## src/design/sra_pkg.sv

```systemverilog
// ----------------------------------------------------------------------------
// sra_pkg
// Shared types and constants of the signed radix to ASCII converter: the
// payload structs of both channels, the controller/datapath command and
// status structs, and the character codes.
// ----------------------------------------------------------------------------
package sra_pkg;

   // Width of the signed input value.
   localparam int DATA_WIDTH = 32;
   localparam int RADIX_W    = 5;
   localparam int CHAR_W     = 7;
   localparam int DIGIT_W    = 4;

   // The digit divider consumes this many dividend bits per cycle.
   localparam int STEP_BITS  = 8;
   localparam int NUM_CHUNKS = (DATA_WIDTH + STEP_BITS - 1) / STEP_BITS;
   localparam int MAG_W      = NUM_CHUNKS * STEP_BITS;
   localparam int CHUNK_W    = (NUM_CHUNKS > 1) ? $clog2(NUM_CHUNKS) : 1;
   localparam logic [CHUNK_W-1:0] CHUNK_TOP = CHUNK_W'(NUM_CHUNKS - 1);

   // Digit store addressing and digit count (the count may reach DATA_WIDTH).
   localparam int ADDR_W = $clog2(DATA_WIDTH);
   localparam int CNT_W  = $clog2(DATA_WIDTH + 1);

   localparam logic [RADIX_W-1:0] RADIX_MIN = RADIX_W'(2);
   localparam logic [RADIX_W-1:0] RADIX_MAX = RADIX_W'(16);

   localparam logic [CHAR_W-1:0] CHAR_MINUS = 7'h2D;
   localparam logic [CHAR_W-1:0] DIGIT_CHARS [16] = '{
      7'h30, 7'h31, 7'h32, 7'h33, 7'h34, 7'h35, 7'h36, 7'h37,
      7'h38, 7'h39, 7'h41, 7'h42, 7'h43, 7'h44, 7'h45, 7'h46
   };

   typedef struct packed {
      logic signed [DATA_WIDTH-1:0] value;
      logic [RADIX_W-1:0]           radix;
   } req_type;

   typedef struct packed {
      logic [CHAR_W-1:0] char_code;
      logic              last_char;
   } rsp_type;

   // Commands from the controller to the datapath.
   typedef struct packed {
      logic start;       // load a new number
      logic step;        // run one divider chunk
      logic load_sign;   // put '-' into the output register
      logic load_digit;  // put the current stored digit into the output register
   } sra_cmd_type;

   // Status from the datapath to the controller.
   typedef struct packed {
      logic digit_done;  // the divider finishes a digit this cycle
      logic quo_zero;    // the quotient left by that digit is zero
      logic out_free;    // the output register can take a character this cycle
      logic neg;         // the number is negative
      logic last_digit;  // the digit at the read pointer is the final one
   } sra_sts_type;

endpackage

```

## src/design/sra_ctrl.sv

```systemverilog
// ----------------------------------------------------------------------------
// sra_ctrl
// Controller of the converter: sequences the digit division, the optional
// sign character and the most-significant-first readout of the digits.
// ----------------------------------------------------------------------------
module sra_ctrl (
   input  logic                 clock,
   input  logic                 reset,
   input  logic                 req_valid,
   output logic                 req_ready,
   input  sra_pkg::sra_sts_type sts,
   output sra_pkg::sra_cmd_type cmd
);
   import sra_pkg::*;

   typedef enum logic [1:0] {
      ST_IDLE,
      ST_DIVIDE,
      ST_SIGN,
      ST_DIGITS
   } state_type;

   state_type state_ff;
   logic      ready_ff;

   always_comb begin
      cmd            = '0;
      cmd.start      = req_valid && ready_ff;
      cmd.step       = (state_ff == ST_DIVIDE);
      cmd.load_sign  = (state_ff == ST_SIGN) && sts.neg && sts.out_free;
      cmd.load_digit = (state_ff == ST_DIGITS) && sts.out_free;
   end

   always_ff @(posedge clock) begin
      if (reset) begin
         state_ff <= ST_IDLE;
         ready_ff <= 1'b1;
      end else begin
         case (state_ff)
            ST_IDLE: begin
               if (req_valid && ready_ff) begin
                  state_ff <= ST_DIVIDE;
                  ready_ff <= 1'b0;
               end
            end
            ST_DIVIDE: begin
               if (sts.digit_done && sts.quo_zero) begin
                  state_ff <= ST_SIGN;
               end
            end
            ST_SIGN: begin
               // A non-negative number passes straight through this state, which also lets the
               // digit store read settle after the final digit write.
               if (!sts.neg || sts.out_free) begin
                  state_ff <= ST_DIGITS;
               end
            end
            ST_DIGITS: begin
               if (sts.out_free && sts.last_digit) begin
                  state_ff <= ST_IDLE;
                  ready_ff <= 1'b1;
               end
            end
            default: begin
               state_ff <= ST_IDLE;
               ready_ff <= 1'b1;
            end
         endcase
      end
   end

   assign req_ready = ready_ff;

endmodule

```

## src/design/sra_datapath.sv

```systemverilog
// ----------------------------------------------------------------------------
// sra_datapath
// Datapath of the converter: magnitude register with an in-place chunked
// divider by the radix, the digit store, and the output register.
// ----------------------------------------------------------------------------
module sra_datapath (
   input  logic                 clock,
   input  logic                 reset,
   input  sra_pkg::req_type     req_data,
   input  sra_pkg::sra_cmd_type cmd,
   output sra_pkg::sra_sts_type sts,
   input  logic                 rsp_ready,
   output logic                 rsp_valid,
   output sra_pkg::rsp_type     rsp_data
);
   import sra_pkg::*;

   logic [MAG_W-1:0]   mag_ff, mag_in;
   logic [DIGIT_W-1:0] rem_ff, rem_in;
   logic [RADIX_W-1:0] radix_ff;
   logic               neg_ff;
   logic [CHUNK_W-1:0] chunk_ff, chunk_in;
   logic [CNT_W-1:0]   count_ff, count_in;
   logic [ADDR_W-1:0]  rd_idx_ff, rd_idx_in;
   logic [DIGIT_W-1:0] rdata_ff;
   logic               rsp_valid_ff;
   rsp_type            rsp_ff;

   logic [DIGIT_W-1:0] digit_store [DATA_WIDTH];

   logic [DATA_WIDTH-1:0] raw_value;
   logic [DATA_WIDTH-1:0] abs_value;
   logic [RADIX_W-1:0]    radix_clamped;
   logic [STEP_BITS-1:0]  q_bits;
   logic [DIGIT_W-1:0]    rem_step;
   logic                  digit_done;

   assign raw_value = req_data.value;
   assign abs_value = raw_value[DATA_WIDTH-1] ? (~raw_value + 1'b1) : raw_value;

   always_comb begin
      if (req_data.radix < RADIX_MIN) begin
         radix_clamped = RADIX_MIN;
      end else if (req_data.radix > RADIX_MAX) begin
         radix_clamped = RADIX_MAX;
      end else begin
         radix_clamped = req_data.radix;
      end
   end

   // Long division of one chunk by the radix, most significant bit first.
   // The partial remainder restarts from zero at the top chunk of each digit.
   always_comb begin
      logic [STEP_BITS-1:0] chunk_bits;
      logic [DIGIT_W:0]     trial;
      logic [DIGIT_W-1:0]   r;
      chunk_bits = mag_ff[chunk_ff*STEP_BITS +: STEP_BITS];
      r          = (chunk_ff == CHUNK_TOP) ? '0 : rem_ff;
      q_bits     = '0;
      for (int i = STEP_BITS - 1; i >= 0; i--) begin
         trial = {r, chunk_bits[i]};
         if (trial >= radix_ff) begin
            trial     = trial - radix_ff;
            q_bits[i] = 1'b1;
         end
         r = trial[DIGIT_W-1:0];
      end
      rem_step = r;
   end

   assign digit_done = cmd.step && (chunk_ff == '0);

   always_comb begin
      mag_in    = mag_ff;
      rem_in    = rem_ff;
      chunk_in  = chunk_ff;
      count_in  = count_ff;
      rd_idx_in = rd_idx_ff;
      if (cmd.start) begin
         mag_in   = MAG_W'(abs_value);
         chunk_in = CHUNK_TOP;
         count_in = '0;
      end else if (cmd.step) begin
         // Quotient bits replace the dividend bits they were taken from.
         mag_in[chunk_ff*STEP_BITS +: STEP_BITS] = q_bits;
         rem_in = rem_step;
         if (chunk_ff == '0) begin
            chunk_in  = CHUNK_TOP;
            count_in  = count_ff + 1'b1;
            rd_idx_in = count_ff[ADDR_W-1:0];
         end else begin
            chunk_in = chunk_ff - 1'b1;
         end
      end else if (cmd.load_digit) begin
         rd_idx_in = rd_idx_ff - 1'b1;
      end
   end

   always_ff @(posedge clock) begin
      if (reset) begin
         mag_ff    <= '0;
         neg_ff    <= 1'b0;
         chunk_ff  <= CHUNK_TOP;
         count_ff  <= '0;
         rd_idx_ff <= '0;
      end else begin
         mag_ff    <= mag_in;
         chunk_ff  <= chunk_in;
         count_ff  <= count_in;
         rd_idx_ff <= rd_idx_in;
         if (cmd.start) begin
            neg_ff <= raw_value[DATA_WIDTH-1];
         end
      end
   end

   always_ff @(posedge clock) begin
      rem_ff <= rem_in;
      if (cmd.start) begin
         radix_ff <= radix_clamped;
      end
   end

   // Digit store: the read address is the next pointer value, so the read data
   // matches the entry at the current pointer, except after a write to that entry.
   always_ff @(posedge clock) begin
      if (digit_done) begin
         digit_store[count_ff[ADDR_W-1:0]] <= rem_step;
      end
      rdata_ff <= digit_store[rd_idx_in];
   end

   assign sts.digit_done = digit_done;
   assign sts.quo_zero   = (mag_in == '0);
   assign sts.out_free   = !rsp_valid_ff || rsp_ready;
   assign sts.neg        = neg_ff;
   assign sts.last_digit = (rd_idx_ff == '0);

   always_ff @(posedge clock) begin
      if (reset) begin
         rsp_valid_ff <= 1'b0;
      end else if (cmd.load_sign || cmd.load_digit) begin
         rsp_valid_ff <= 1'b1;
      end else if (rsp_ready) begin
         rsp_valid_ff <= 1'b0;
      end
   end

   always_ff @(posedge clock) begin
      if (cmd.load_sign) begin
         rsp_ff.char_code <= CHAR_MINUS;
         rsp_ff.last_char <= 1'b0;
      end else if (cmd.load_digit) begin
         rsp_ff.char_code <= DIGIT_CHARS[rdata_ff];
         rsp_ff.last_char <= (rd_idx_ff == '0);
      end
   end

   assign rsp_valid = rsp_valid_ff;
   assign rsp_data  = rsp_ff;

`ifndef SYNTHESIS
   a_digit_load_free: assert property (@(posedge clock) disable iff (reset)
      cmd.load_digit |-> (!rsp_valid_ff || rsp_ready))
      else $error("digit loaded while the output register is occupied");

   a_sign_only_negative: assert property (@(posedge clock) disable iff (reset)
      cmd.load_sign |-> (neg_ff && !cmd.load_digit && !cmd.step))
      else $error("sign character loaded for a non-negative number");

   a_count_advances: assert property (@(posedge clock) disable iff (reset)
      digit_done |=> (count_ff == $past(count_ff) + 1'b1))
      else $error("digit count did not advance after a finished digit");

   a_count_bound: assert property (@(posedge clock) disable iff (reset)
      digit_done |-> (count_ff < CNT_W'(DATA_WIDTH)))
      else $error("digit store would overflow");
`endif

endmodule

```

## src/design/signed_radix_to_ascii.sv

```systemverilog
// ----------------------------------------------------------------------------
// signed_radix_to_ascii
// Converts a signed integer into its ASCII text in a radix from 2 to 16,
// one character per result transfer, most significant digit first.
// ----------------------------------------------------------------------------
// Usage:
//   req channel: value (signed) and radix; radix values below 2 act as 2 and
//   values above 16 act as 16. A transfer is taken only while req_ready is
//   high, which is while no earlier number is still being converted.
//   rsp channel: one char_code per character, '-' first for a negative
//   number, then the digits 0-9/A-F; last_char marks the final one. Zero
//   gives the single character '0'.
// Timing:
//   Each digit is divided out chunk by chunk in the divider (8 dividend bits per
//   cycle over the 32-bit magnitude); after the last digit the sign stage runs,
//   then the characters follow at one per cycle while the receiver keeps up.
//   req_ready rises again once the final character is in the output register.
// Reset: synchronous; clears the controller, the output valid and the counters.
// A stall on rsp holds the output register and pauses the readout.
// ----------------------------------------------------------------------------
module signed_radix_to_ascii (
   input  logic             clock,
   input  logic             reset,
   input  logic             req_valid,
   output logic             req_ready,
   input  sra_pkg::req_type req_data,
   output logic             rsp_valid,
   input  logic             rsp_ready,
   output sra_pkg::rsp_type rsp_data
);
   import sra_pkg::*;

   sra_cmd_type cmd;
   sra_sts_type sts;

   sra_ctrl u_ctrl (
      .clock     (clock),
      .reset     (reset),
      .req_valid (req_valid),
      .req_ready (req_ready),
      .sts       (sts),
      .cmd       (cmd)
   );

   sra_datapath u_datapath (
      .clock     (clock),
      .reset     (reset),
      .req_data  (req_data),
      .cmd       (cmd),
      .sts       (sts),
      .rsp_ready (rsp_ready),
      .rsp_valid (rsp_valid),
      .rsp_data  (rsp_data)
   );

endmodule
```

## config.mk

```make
export PLATFORM = sky130hd
export DESIGN_NAME = signed_radix_to_ascii
export DESIGN_NICKNAME = d
export VERILOG_FILES = /design/src/design/sra_pkg.sv /design/src/design/sra_ctrl.sv /design/src/design/sra_datapath.sv /design/src/design/signed_radix_to_ascii.sv
export SDC_FILE = /design/constraint.sdc
export NUM_CORES = 1
export LEC_CHECK = 0
export BUFFER_PORTS_ARGS = -buffer_cell sky130_fd_sc_hd__clkbuf_2
export CAP_MARGIN = 30
export CORE_MARGIN = 2
export CORE_UTILIZATION = 62
export DETAILED_ROUTE_END_ITERATION = 8
export PLACE_DENSITY = 0.87
export SLEW_MARGIN = 30
export SYNTH_ARGS = -nofsm -noshare
export SYNTH_HDL_FRONTEND = slang
export SYNTH_HIERARCHICAL = 1
export SYNTH_SLANG_ARGS = --single-unit
```

## constraint.sdc

```tcl
create_clock -name clock -period 13.5 [get_ports clock]
set_input_delay 2.7 -clock clock [delete_from_list [all_inputs] [get_ports clock]]
set_output_delay 2.7 -clock clock [all_outputs]
set_load 0.02 [all_outputs]
```

; Word level (Yosys, flattened, before mapping)
; Memory sizes are Yosys's and may differ from the RTL's. A register that Yosys moved wholly into a read port is not among the register bits.
; Cells that the tools add are included.
[op_classes]
reduce_logical = 24
div = 0
addsub = 13
n_eq_ne = 8
bitwise = 3
n_lt_le_gt_ge = 10
mux = 39
n_mul = 0
shift = 3
[op_table]
columns = cell, count
row1 = $mux 32, 3
row2 = $ge 5x5->1, 8
row3 = $mux 4, 9
row4 = $neg 5->34, 1
row5 = $shift 8x34->32 const A, 1
row6 = $shiftx 8x34->32, 1
row7 = $add 32x1->32 const B, 1
row8 = $bwmux 32, 1
row9 = $logic_not 32->1, 1
row10 = $not 32->32, 1
row11 = $shiftx 32x6->8, 1
row12 = $sub 4x4->4, 8
row13 = $mux 5, 5
row14 = $mux 1, 14
row15 = $mux 2, 5
row16 = $ne 2x2->1 const B, 4
row17 = $pmux 2 s4, 1
row18 = $logic_and 1x1->1, 7
row19 = $add 6x1->6 const B, 1
row20 = $eq 2x2->1 const B, 3
row21 = $gt 5x5->1 const B, 1
row22 = $logic_not 5->1, 1
row23 = $lt 5x2->1 const B, 1
row24 = $not 4->5, 1
row25 = 13 further kinds, 20
[totals]
ram_bits = 128
register_bits = 60
latch_bits = 0
mem_bits_ro = 112
mem_count = 2
output_inout_bits = 10
[mem_list]
columns = memory, depth, word_bits, rd, rd_clocked_by_memory_dff, write_ports, line
row1 = u_datapath.digit_store, 32, 4, 1, 1, 1, sra_datapath.sv:29  ; logic [DIGIT_W-1:0] digit_store [DATA_WIDTH];
row2 = (name not given), 16, 7, 1, 1, 0, sra_datapath.sv:154  ; rsp_ff.char_code <= DIGIT_CHARS[rdata_ff];

; Depth between registers and ports, before layout
; Gate-level depths: netlist (run 1).
[logic_depth]
ltp_word = 26
depth_mapped = 61

; Modules after synthesis
; The synthesis (run 1) kept the hierarchy.
[modules_own_cells]
columns = mod, area_each_um2, instances, seq_area_each_um2, cells_each
row1 = sra_datapath, 10930.5, 1, 5275.1, 1009
row2 = sra_ctrl, 276.5, 1, 60.1, 27

; Worst setup path after synthesis (run 1)
; OpenSTA, ideal clock, no wires.
[synth_timing]
path_kind = flip-flop to flip-flop
from = register u_datapath.chunk_ff[0]
to = memory u_datapath.digit_store[0][0], data pin
setup_slack_ps = 1587
path_buffers = 2
stages_incl_launch_ff = 45
t_arrival_ps = 11530
period_less_slack_ps = 11913
cell_sequence = dfxtp_1 > clkbuf_1 > mux2i_1 > nand2_1 > o21ai_0 > ha_1 > o211ai_1 > a31oi_1 > nor2_1 > mux2_2 > ha_1 > o211ai_1 > o21ai_1 > mux2_2 > ha_1 > nand2_1 > o21ai_1 > mux2_2 > [... 9 more ...] > o21ai_1 > mux2i_1 > ha_1 > a21o_1 > a31oi_1 > o21ai_1 > o21ai_0 > inv_1 > ha_1 > a31oi_1 > o21ai_1 > mux2_2 > ha_1 > o211ai_1 > o21ai_0 > clkbuf_1 > nor2_1 > a21oi_1
[synth_via]
elab_chain_cells = 18
word_cells_on_any_way = 27
[synth_lines]
columns = item, line
row1 = start: declaration, sra_datapath.sv:22  ; logic [CHUNK_W-1:0] chunk_ff, chunk_in;
row2 = start signal: assignment, sra_datapath.sv:108  ; chunk_ff <= chunk_in;
row3 = "parallel branches: the longest is 17 deep, another holds $ge 5x5->1", n/a
row4 = $mux 4 *, sra_datapath.sv:62  ; if (trial >= radix_ff) begin
row5 = net u_datapath.rem_step[0], sra_datapath.sv:35  ; logic [DIGIT_W-1:0] rem_step;
row6 = end: declaration, sra_datapath.sv:29
; Mark *: on every way through the listed nets, which the timed path passes.

==> impl_metrics.tcl, run 1 <==
set metrics [dict create \
    status "finished, final reports clean" \
    drc 0 \
    hold_path_class "reg2reg" \
    drv_slew 0 \
    die_w_um 138 \
    arrival_ns 13.07 \
    antenna_found_initial 0 \
    fin_skew_ns 0.0193 \
    path_class "reg2reg" \
    grt_pass1_wl_mm 43.1 \
    path_common_cell "ha_1" \
    io_buffers 50 \
    r2r_slack_ns 0.79 \
    hold_buffers 0 \
    critical-path-max-stage-delay_ns 0.44 \
    routedWlPerCell_um 20.5 \
    core_um2 17800 \
    ant_nets 0 \
    overflow 0 \
    area_growth_syn_to_layout_pct 10.5 \
    drive_gt1_share_pct 14.5 \
    cts_buffer_depth 2 \
    place_area_um2 11700 \
    r2r_cells 53 \
    synthArstFlopShare_pct 0 \
    detailroute.via_count 8577 \
    fillers 1203 \
    cts_buffers 17 \
    drt-pass1-iter-count 6 \
    fp.dieH_um 138 \
    crit_path_top_delay_cell "o21ai_2" \
    grt_max_degree 61 \
    syn_area_um2 11200 \
    rsz0062_at_grt "false" \
    routed_via_density 6.54 \
    start_util_pct 62.8 \
    ys_seq_area_share_pct 47.6 \
    cts_setup_buffers 0 \
    crit_start "u_datapath/chunk_ff[0]$_SDFFE_PP1P_" \
    cap_violations 0 \
    crit_fanout 10 \
    synthFlopType "edfxtp_1" \
    reg2reg_to "u_ctrl/state_ff[1]$_SDFFE_PP0P_" \
    dp_hpwl_mm 18.1 \
    syn-num-nets 1143 \
    grt_pass1_vias 8408 \
    ios 51 \
    dr.first_iter.drc_count 1116 \
    design_area_um2 12400 \
    fin_crit_ns 12.71 \
    synth_seq_cells 198 \
    fmax_ghz 0.0787 \
    clock-sinks 198 \
    hold_start "u_datapath/rsp_data[3]$_SDFFE_PP1P_" \
    clk_latency_ns 0.44 \
    row_count 49 \
    ys_types 74 \
    cts_max_level 4 \
    final_cell_mix "137 x edfxtp_1, 97 x nor2_1, 90 x nand2_1" \
    slew-limit-headroom_pct 41.9 \
    routed_wl_mm 26.9 \
    syn_avg_cell_area_um2 10.8 \
    clk_pin_slew_ns 0.08 \
    gp_congestion 0.913 \
    fin_nets 1177 \
    worstSetupStartpointType "flop" \
    crit_end "u_ctrl/state_ff[1]$_SDFFE_PP0P_" \
    yosys_warnings 6 \
    die_area_um2 19200 \
    cts_tree "done" \
    cts_root_buf "clkbuf_16" \
    r2r-start "u_datapath/chunk_ff[0]$_SDFFE_PP1P_" \
    setup_viol 0 \
    track_usage_pct 28.1 \
    tightest_slew_ns 0.871 \
    hold_viol 0 \
    critPathRequiredTime_ns 13.86 \
    synth_edf_count 137 \
    n_antenna_cell 0 \
    final_common_cell "edfxtp_1" \
    endpoint_kind "flop" \
    finalCritPeriodShare_pct 94.2 \
    netlist_instances 1036 \
]
-- per-stage QoR --
stage / hold slack, ns / setup TNS (ns) / std cells / util, % / setup WS (ns)
after floorplan: 0.462 / 0 / 1036 / - / 1.59
after global placement: 0.459 / 0 / 1280 / 65.6 / 0.315
after detailed placement: 0.463 / -0.710 / 1280 / 65.6 / -0.357
after CTS: 0.482 / 0 / 1312 / 69.2 / 0.0898
after global routing: 0.531 / 0 / 1312 / 69.4 / 0.00375
final: 0.477 / 0 / 1312 / 69.4 / 0.788
-- cell usage after synthesis (all sizes together) (16+ instances only) --
cell,count,area [um^2]
nand2b,19,119
clkbuf,35,131
o21ai,54,274
a221o,22,220
nand2,90,338
nor2,97,364
a21oi,37,185
dfxtp,61,1220
xnor2,36,315
o31ai,16,135
a211oi,19,143
mux2,25,282
mux2i,69,691
ha,59,738
inv,43,161
edfxtp,137,4110
-- critical path: cells and delay by family, from the launching register on --
family / cells / cell delay [ns]
flip-flops: 1 / 0.39
adder cells (fa/ha/maj): 8 / 2.25
buffers and inverters: 6 / 0.60
AO/OA/AOI/OAI: 28 / 6.31
AND/OR/NAND/NOR: 5 / 1.09
multiplexers: 6 / 1.98
-- registers in the layout, indices dropped and copies added (netlist names), 2 cells and up --
name	cells
u_datapath/rsp_data	8
u_datapath/digit_store	128
u_datapath/radix_ff	5
u_ctrl/state_ff	2
u_datapath/count_ff	5
u_datapath/rem_ff	4
u_datapath/rdata_ff	4
u_datapath/mag_ff	32
u_datapath/rd_idx_ff	5
u_datapath/chunk_ff	2
-- per-layer routing --
| metal | up-vias | wire (um) | track usage, % |
|---|---|---|---|
| li1 | 3938 | - | - |
| met1 | 4086 | 11200 | 37.7 |
| met2 | 474 | 12700 | 46.0 |
| met3 | 79 | 2310 | 5.65 |
| met4 | 0 | 701 | 9.72 |
| met5 | - | 0 | 0 |
-- how the worst min path moves through the flow --
stage / slack (ns) / cells past startpoint / endpoint
floorplan: 0.46 / 2 / u_datapath/neg_ff$_SDFFE_PP0P_
global placement: 0.46 / 2 / u_datapath/rsp_data[3]$_SDFFE_PP1P_
detailed placement: 0.46 / 2 / u_datapath/rsp_data[3]$_SDFFE_PP1P_
CTS: 0.48 / 2 / u_datapath/rsp_data[3]$_SDFFE_PP1P_
global route: 0.53 / 2 / u_datapath/rsp_data[1]$_SDFFE_PP1P_
finish: 0.48 / 2 / u_datapath/rsp_data[3]$_SDFFE_PP1P_
-- area by class of cell --
cell class / instances / area (um^2) / area share, %
clock buffers: 19 / 433 / 3.50
clock inverters: 13 / 179 / 1.45
flip-flops and latches: 198 / 5340 / 43.1
multi-input cells: 745 / 5630 / 45.5
well taps: 229 / 287 / 2.31
repair buffers: 64 / 355 / 2.87
inverters: 44 / 165 / 1.33
-- repair_timing --
action	in CTS	in global routing
cloned	0	0
endpoints found under the setup margin	2	134
resized for setup	3	10
-- cell families after synthesis --
logic type	Yosys count	synth area share [%]
xor+xnor	49	3.83
compound gates	237	15.2
buf+inv	93	3.28
fa+ha+maj	66	7.84
simple gates	293	12.4
mux	100	9.88
flops	198	47.6
Power of run 1 is left out: the tool's default activity adds up to more than one toggle a clock period on the data nets, which glitch-free logic cannot reach.
==> run 2: changes to the inputs <==
--- a/config.mk
+++ b/config.mk
@@ -7,8 +7,10 @@
 export LEC_CHECK = 0
 export BUFFER_PORTS_ARGS = -buffer_cell sky130_fd_sc_hd__clkbuf_2
 export CAP_MARGIN = 30
+export CORE_ASPECT_RATIO = 0.8
 export CORE_MARGIN = 2
 export CORE_UTILIZATION = 62
+export CTS_BUF_LIST = sky130_fd_sc_hd__clkbuf_8 sky130_fd_sc_hd__clkbuf_16
 export DETAILED_ROUTE_END_ITERATION = 8
 export PLACE_DENSITY = 0.87
 export SLEW_MARGIN = 30
==> run 2 against run 1 <==
Routed wire length increased by 1.8%. Critical path depth increased by 1. Highest routed layer unchanged. Register-to-register slack improved by 0.12 ns. Sequential share of layout area increased by 0.16 points.
==> impl_metrics.tcl, run 2 (synthesized netlist as in run 1, its figures left out) <==
set metrics [dict create \
    path_common_cell "ha_1" \
    endpoint_kind "flop" \
    core_um2 17500 \
    fp.dieH_um 124 \
    critical-path-max-stage-delay_ns 0.49 \
    arrival_ns 12.96 \
    cts_buffer_depth 2 \
    final_util_pct 70.3 \
    grt_pass1_wl_mm 43.1 \
    wl_met3_mm 2.94 \
    worstSetupStartpointType "flop" \
    crit_path_top_delay_cell "dfxtp_1" \
    drv_slew 0 \
    row_count 43 \
    hold_path_class "reg2reg" \
    clock-sinks 198 \
    fmax_ghz 0.0794 \
    drc 0 \
    fin_setup_tns_ns 0 \
    routed_wl_mm 27.4 \
    routedWlPerCell_um 20.9 \
    routed_via_density 6.58 \
    detailroute.via_count 8602 \
    cts_max_level 4 \
    routed-wl-met2_mm 11.8 \
    wl_met1_mm 11.9 \
    dp_slack_ns -0.145 \
    track_usage_pct 28.7 \
    drt-pass1-iter-count 7 \
    largest_reg_flops 128 \
    r2r_slack_ns 0.90 \
    antenna_found_initial 0 \
    fin_skew_ns 0.0108 \
    critPathRequiredTime_ns 13.87 \
    cts_root_buf "clkbuf_16" \
    clk_pin_slew_ns 0.07 \
    die_area_um2 19200 \
    hold_ws_ns 0.476 \
    overflow 0 \
    clk_latency_ns 0.45 \
    cts_setup_buffers 0 \
    fin_nets 1176 \
    die_w_um 154 \
    top_layer "met4" \
    crit_start "u_datapath/chunk_ff[1]$_SDFFE_PP1P_" \
    grt_pass1_vias 8114 \
    cts_buffers 17 \
    path_class "reg2reg" \
    status "finished, final reports clean" \
    crit_fanout 10 \
    ios 51 \
    gp_congestion 0.921 \
    start_util_pct 63.9 \
    r2r-start "u_datapath/chunk_ff[1]$_SDFFE_PP1P_" \
    finalCritPeriodShare_pct 93.3 \
    fin_crit_ns 12.60 \
    io_buffers 50 \
    hold_start "u_datapath/rsp_data[5]$_SDFFE_PP0P_" \
    hold_viol 0 \
    tightest_slew_ns 1.05 \
    final_common_cell "edfxtp_1" \
    setup_viol 0 \
    cap_violations 0 \
    dp_hpwl_mm 18.3 \
    dr.first_iter.drc_count 1220 \
    ant_nets 0 \
    cts_tree "done" \
    drive_gt1_share_pct 14.4 \
    final_cell_mix "137 x edfxtp_1, 97 x nor2_1, 90 x nand2_1" \
    n_antenna_cell 0 \
    slew-limit-headroom_pct 29.3 \
    area_growth_syn_to_layout_pct 10.1 \
    grt_max_degree 61 \
    worst_slack_ns 0.904 \
]
[run 2: layout make-up]
class                   count  area [um^2]
flip-flops and latches    198         5340
well taps                 225          282
repair buffers             63          348
clock inverters            15          159
multi-input cells         745         5620
clock buffers              17          425
fillers                  1168         5200
inverters                  44          165
[run 2: final timing paths]
kind                                          to  cells past startpoint
max              u_ctrl/state_ff[1]$_SDFFE_PP0P_                     54
min          u_datapath/rsp_data[5]$_SDFFE_PP0P_                      2
max reg2reg      u_ctrl/state_ff[1]$_SDFFE_PP0P_                     54
min reg2reg  u_datapath/rsp_data[5]$_SDFFE_PP0P_                      2
[run 2: metrics by stage]
stage,cells,area [um^2]
after floorplan,1036,11200
after global placement,1275,11700
after detailed placement,1275,11700
after CTS,1307,12300
after global routing,1307,12300
final,1307,12300
[run 2: critical path, delay by kind of cell (launching register included)]
| family | cells | cell delay (ns) |
|---|---|---|
| buf+inv | 9 | 1.19 |
| flops | 1 | 0.49 |
| fa+ha+maj | 8 | 2.14 |
| simple gates | 4 | 0.91 |
| compound gates | 30 | 6.88 |
| mux | 3 | 0.93 |
[run 2: metal layers]
layer	global-route usage [%]	vias to the layer above
met3	6.78	69
met4	9.48	0
met2	42.4	509
met5	0	-
li1	-	3923
met1	41.9	4101
[run 2: what timing repair did]
item / 4_1_cts / 5_1_grt
cloned: 0 / 0
setup endpoints to repair: 2 / 132
resized for setup: 2 / 11
hold buffers: 0 / 0
Power of run 2 is left out for the same reason.
